## config.mk

```make
export PLATFORM = sky130hd
export DESIGN_NAME = pip_edge
export DESIGN_NICKNAME = d
export VERILOG_FILES = /design/src/pip_pkg.sv /design/src/pip_edge.sv
export SDC_FILE = /design/constraint.sdc
export NUM_CORES = 2
export LEC_CHECK = 0
export CORE_MARGIN = 2
export CORE_UTILIZATION = 34
export CTS_CLUSTER_DIAMETER = 50
export DETAILED_ROUTE_END_ITERATION = 7
export DONT_BUFFER_PORTS = 1
export HOLD_SLACK_MARGIN = 0.12
export PLACE_DENSITY_LB_ADDON = 0.25
export SLEW_MARGIN = 20
export SYNTH_ARGS = -nofsm -noshare
export SYNTH_HDL_FRONTEND = slang
export SYNTH_SLANG_ARGS = --single-unit
```

## constraint.sdc

```tcl
create_clock -name i_clk -period 5.6 [get_ports i_clk]
set_clock_uncertainty 0.15 [all_clocks]
set_input_delay 1.12 -clock i_clk [delete_from_list [all_inputs] [get_ports i_clk]]
set_output_delay 1.12 -clock i_clk [all_outputs]
set_load 0.01 [all_outputs]
```

## src/pip_pkg.sv

```systemverilog
// ---------------------------------------------------------------------------
// pip_pkg
// Shared types and constants of the point-in-polygon tester.
// ---------------------------------------------------------------------------
package pip_pkg;

    localparam int PIP_MAX_VERTICES = 64;
    localparam int PIP_COORD_BITS   = 16;
    localparam int PIP_SLOT_BITS    = 6;
    localparam int PIP_CNT_BITS     = 7;

    localparam logic [PIP_CNT_BITS-1:0] PIP_VCOUNT_RST = PIP_CNT_BITS'(3);

    // action codes
    localparam logic PIP_ACT_WRITE = 1'b0;
    localparam logic PIP_ACT_QUERY = 1'b1;

    // per-cell control
    typedef struct packed {
        logic shift;   // take the neighbor's vertex
        logic load;    // take the write beat's vertex
    } t_cell_ctl;

endpackage

```

## src/pip_edge.sv

```systemverilog
// ---------------------------------------------------------------------------
// pip_edge
// Three-stage edge evaluator: boundary test and ray-crossing parity.
// ---------------------------------------------------------------------------
module pip_edge
    import pip_pkg::*;
#(
    parameter int COORD_BITS = PIP_COORD_BITS
) (
    input  logic                         i_clk,
    input  logic                         i_rst_n,
    input  logic                         i_start,
    input  logic                         i_issue,
    input  logic signed [COORD_BITS-1:0] i_ax,
    input  logic signed [COORD_BITS-1:0] i_ay,
    input  logic signed [COORD_BITS-1:0] i_bx,
    input  logic signed [COORD_BITS-1:0] i_by,
    input  logic signed [COORD_BITS-1:0] i_px,
    input  logic signed [COORD_BITS-1:0] i_py,
    output logic                         o_edge,
    output logic                         o_par
);

    localparam int DW = COORD_BITS + 1;
    localparam int PW = 2 * DW;

    // stage 1: differences and range flags
    logic                 r1_vld;
    logic signed [DW-1:0] r1_dxab, r1_dyp, r1_dxp, r1_dyab;
    logic                 r1_box, r1_strad, r1_dypos;
    // stage 2: products
    logic                 r2_vld;
    logic signed [PW-1:0] r2_p1, r2_p2;
    logic                 r2_box, r2_strad, r2_dypos;
    // accumulators
    logic                 r_edge, r_par;

    logic w_box, w_strad, w_cross;

    assign w_box = ((i_px >= i_ax && i_px <= i_bx) || (i_px >= i_bx && i_px <= i_ax)) &&
                   ((i_py >= i_ay && i_py <= i_by) || (i_py >= i_by && i_py <= i_ay));
    // half-open y range: lower end in, upper end out
    assign w_strad = (i_ay <= i_py && i_py < i_by) || (i_by <= i_py && i_py < i_ay);

    // crossing lies strictly right of the point; compare direction follows dy
    assign w_cross = r2_dypos ? (r2_p2 < r2_p1) : (r2_p2 > r2_p1);

    always_ff @(posedge i_clk) begin
        if (!i_rst_n) begin
            r1_vld <= 1'b0;
            r2_vld <= 1'b0;
            r_edge <= 1'b0;
            r_par  <= 1'b0;
        end else begin
            r1_vld <= i_issue;
            r2_vld <= r1_vld;
            if (i_start) begin
                r_edge <= 1'b0;
                r_par  <= 1'b0;
            end else if (r2_vld) begin
                r_edge <= r_edge | (r2_box & (r2_p1 == r2_p2));
                r_par  <= r_par ^ (r2_strad & w_cross);
            end
        end
    end

    always_ff @(posedge i_clk) begin
        r1_dxab  <= DW'(i_bx) - DW'(i_ax);
        r1_dyp   <= DW'(i_py) - DW'(i_ay);
        r1_dxp   <= DW'(i_px) - DW'(i_ax);
        r1_dyab  <= DW'(i_by) - DW'(i_ay);
        r1_box   <= w_box;
        r1_strad <= w_strad;
        r1_dypos <= i_by > i_ay;

        r2_p1    <= PW'(r1_dxab) * PW'(r1_dyp);
        r2_p2    <= PW'(r1_dxp) * PW'(r1_dyab);
        r2_box   <= r1_box;
        r2_strad <= r1_strad;
        r2_dypos <= r1_dypos;
    end

    assign o_edge = r_edge;
    assign o_par  = r_par;

endmodule

```

==> results.ini <==
[outcome]
outcome=finished, violations left
violations=setup timing

[worst_hold_path]
min_from=r1_box$_DFF_P_
min_to=r2_box$_DFF_P_
hold_class=reg -> reg
min_path_cells=0

[clocking]
cts_buffers=17
cts_tree=yes
worstSkewPairLatency_ns=0.47
htree_levels=4
holdBufCountCts=0
clk_path_buf_depth=2
cts_root_buffer=clkbuf_16
clk_pin_slew_ns=0.07
clock-sinks=146

[synthesis]
synth_top_flop_cell=dfxtp_1
syn_area_mm2=0.02955
synthTopCellsByArea=fa_1 40%, ha_1 13%, dfxtp_1 9.9%
avgSynthCellArea_um2=9.140
synth_seq_cells=146
synth_edf_count=0
synth.top_cell.area_share_pct=40.38
synth_cell_types=71
syn_nets=4232
syn_inst=3233
yosysTopAreaCell=fa_1
synthArstFlopShare_pct=0
yosysSeqAreaShare_pct=9.891
yosys_warnings=0

[sta]
slew_violations=0
max_slew_margin_pct=32.82
min_period_ns=5.995
max_freq_mhz=166.8
final-setup-viol-count=26
fin_crit_sh_pct=107.1
setup_slack_ns=-0.3951
worst_pin_slew_ns=0.9985
rsz0062_at_grt=true
hold_viol=0
final.setup.tns_ns=-5.246

[routing]
drc_errors=0
totalWireLength_um=82630
wl_per_cell_um=17.38
vias=22294
ant_nets=0
initialDrtViolationCount=1035
viasPerCell=4.689
first_pass_iters=5

[die]
placementRows=108
die_w_um=298.8
die_h_um=298.8
die_area_mm2=0.08929
ioPinCount=102
floorplan.initialDensity_pct=34.17
fp.coreArea_mm2=0.08648

[worst_setup_path]
r2r_slack_ns=-0.40
regToRegEndpoint=r2_p2[22]$_DFF_P_
end_kind=flop
worstSetupPathType=reg -> reg
r2r_cells=22
cp.arrival_ns=6.25
critPathLaunchType=flop
cp.required_ns=5.85
timing.rr.start=r1_dxp[5]$_DFF_P_
crit_fanout=8

[cells_and_area]
fill_cells=8647
final_cell_mix=723 x inv_1, 562 x fa_1, 312 x buf_4
final_common_cell=inv_1
drive_above_1_share_pct=21.23
final_nets=4581
areaGrowthSynthToFinish_pct=23.22

[placement]
port_buffers=0
hpwlAfterDp_um=69050
place.gp.congestion=0.8847

[global_route]
grt_pass1_vias=23958
grt_max_degree=18
antenna_found_initial=9
track_usage_pct=19.06
grt_pass1_wl_um=131300
grt.overflow.total=0

[flow_run]
cap_viol_max_count=0

[area by class of cell]
class / instances / area, µm² / share of cell area [%]
sequential: 146 / 3070 / 8.433
timing repair buffer: 408 / 3720 / 10.22
clock buffer: 22 / 454.2 / 1.247
inverter: 769 / 2887 / 7.928
multi-input combinational: 2240 / 24660 / 67.74
tap: 1155 / 1445 / 3.969
clock inverter: 9 / 156.4 / 0.4295
antenna: 6 / 15.01 / 0.04124
[timing repair]
action	CTS	global route
gates cloned	0	1
resized for setup	227	217
setup buffers	58	49
setup endpoints to repair	36	40
pin swaps	110	164
[worst max path at each step]
stage,from,end
after floorplan,r1_dxp[5]$_DFF_P_,r2_p2[32]$_DFF_P_
after CTS,r1_dxp[5]$_DFF_P_,r2_p2[32]$_DFF_P_
after global routing,r1_dxp[5]$_DFF_P_,r2_p2[32]$_DFF_P_
after detailed placement,r1_dxp[7]$_DFF_P_,r2_p2[33]$_DFF_P_
after global placement,r1_dxp[7]$_DFF_P_,r2_p2[33]$_DFF_P_
final,r1_dxp[5]$_DFF_P_,r2_p2[22]$_DFF_P_
[per-layer routing]
metal  vias to the layer above  routed length, µm  track usage [%]  share of wire, %
li1                      10544                  -                -                 -
met1                     11268              37610            25.63                46
met2                       387              37700            30.72                46
met3                        83               5922            5.453               7.2
met4                        12               1301            3.690               1.6
met5                         -                 92                0              0.11
[critical path, stage by stage (launching register included)]
cell	delay (ns)
dfxtp_4	0.40
and2_4	0.18
fa_1	0.52
inv_1	0.05
fa_1	0.51
inv_2	0.04
fa_1	0.54
fa_2	0.47
fa_1	0.49
inv_1	0.05
fa_1	0.49
inv_2	0.05
ha_4	0.16
a211oi_4	0.27
o21ai_2	0.09
or4_4	0.49
o21ai_4	0.24
buf_4	0.16
buf_6	0.08
nor2_2	0.05
a21o_1	0.18
a21oi_2	0.13
xnor2_1	0.12
[per-stage QoR]
step                util (%)  worst slack [ns]  cells  hold slack (ns)  instance area, µm²
global placement       38.74           -0.6811   4625           0.1634               33510
finish                 42.10           -0.3951   4755           0.1780               36410
detailed placement     38.74           -0.7449   4625           0.1643               33510
floorplan                  -           -0.1827   3233           0.1596               29870
CTS                    40.77           -0.3397   4709           0.1777               35260
global route           42.08           -0.5515   4749           0.1794               36400
[sequential cells by signal, summed over array words and instances (netlist names)]
signal    cells
r1_dypos      1
r1_dxp       17
r1_dxab      17
r2_box        1
r1_box        1
o_par         1
r1_vld        1
r2_dypos      1
r2_p2        34
r2_vld        1
r2_p1        34
r1_dyab      17
r1_strad      1
o_edge        1
r1_dyp       17
r2_strad      1
[cell usage after synthesis (all sizes together), types with 10 or more instances]
master	count
a211oi	12
a21o	33
a21oi	99
and2	293
clkbuf	77
dfxtp	146
fa	596
ha	303
inv	769
nand2	314
nand2b	27
nand3	25
nand4	21
nor2	103
nor2b	22
nor3	41
o211ai	10
o21a	25
o21ai	67
o21bai	11
o31ai	11
xnor2	91
xor2	24
[logic make-up (layout without fill, tap and decap cells)]
family | count (synthesis) | in the layout | synth area share (%)
other | 0 | 6 | 0
DFF | 146 | 146 | 9.891
and+or+nand+nor | 889 | 889 | 15.09
xor gates and xnor gates | 115 | 115 | 3.408
adders and majority gates | 899 | 899 | 53.21
muxes | 5 | 5 | 0.1736
AOI/OAI and AO/OA | 332 | 332 | 7.469
buffers and inverters | 847 | 1208 | 10.76
Power is not shown: default switching activity piles up to over one toggle a cycle in this logic, so the estimate is an artifact.
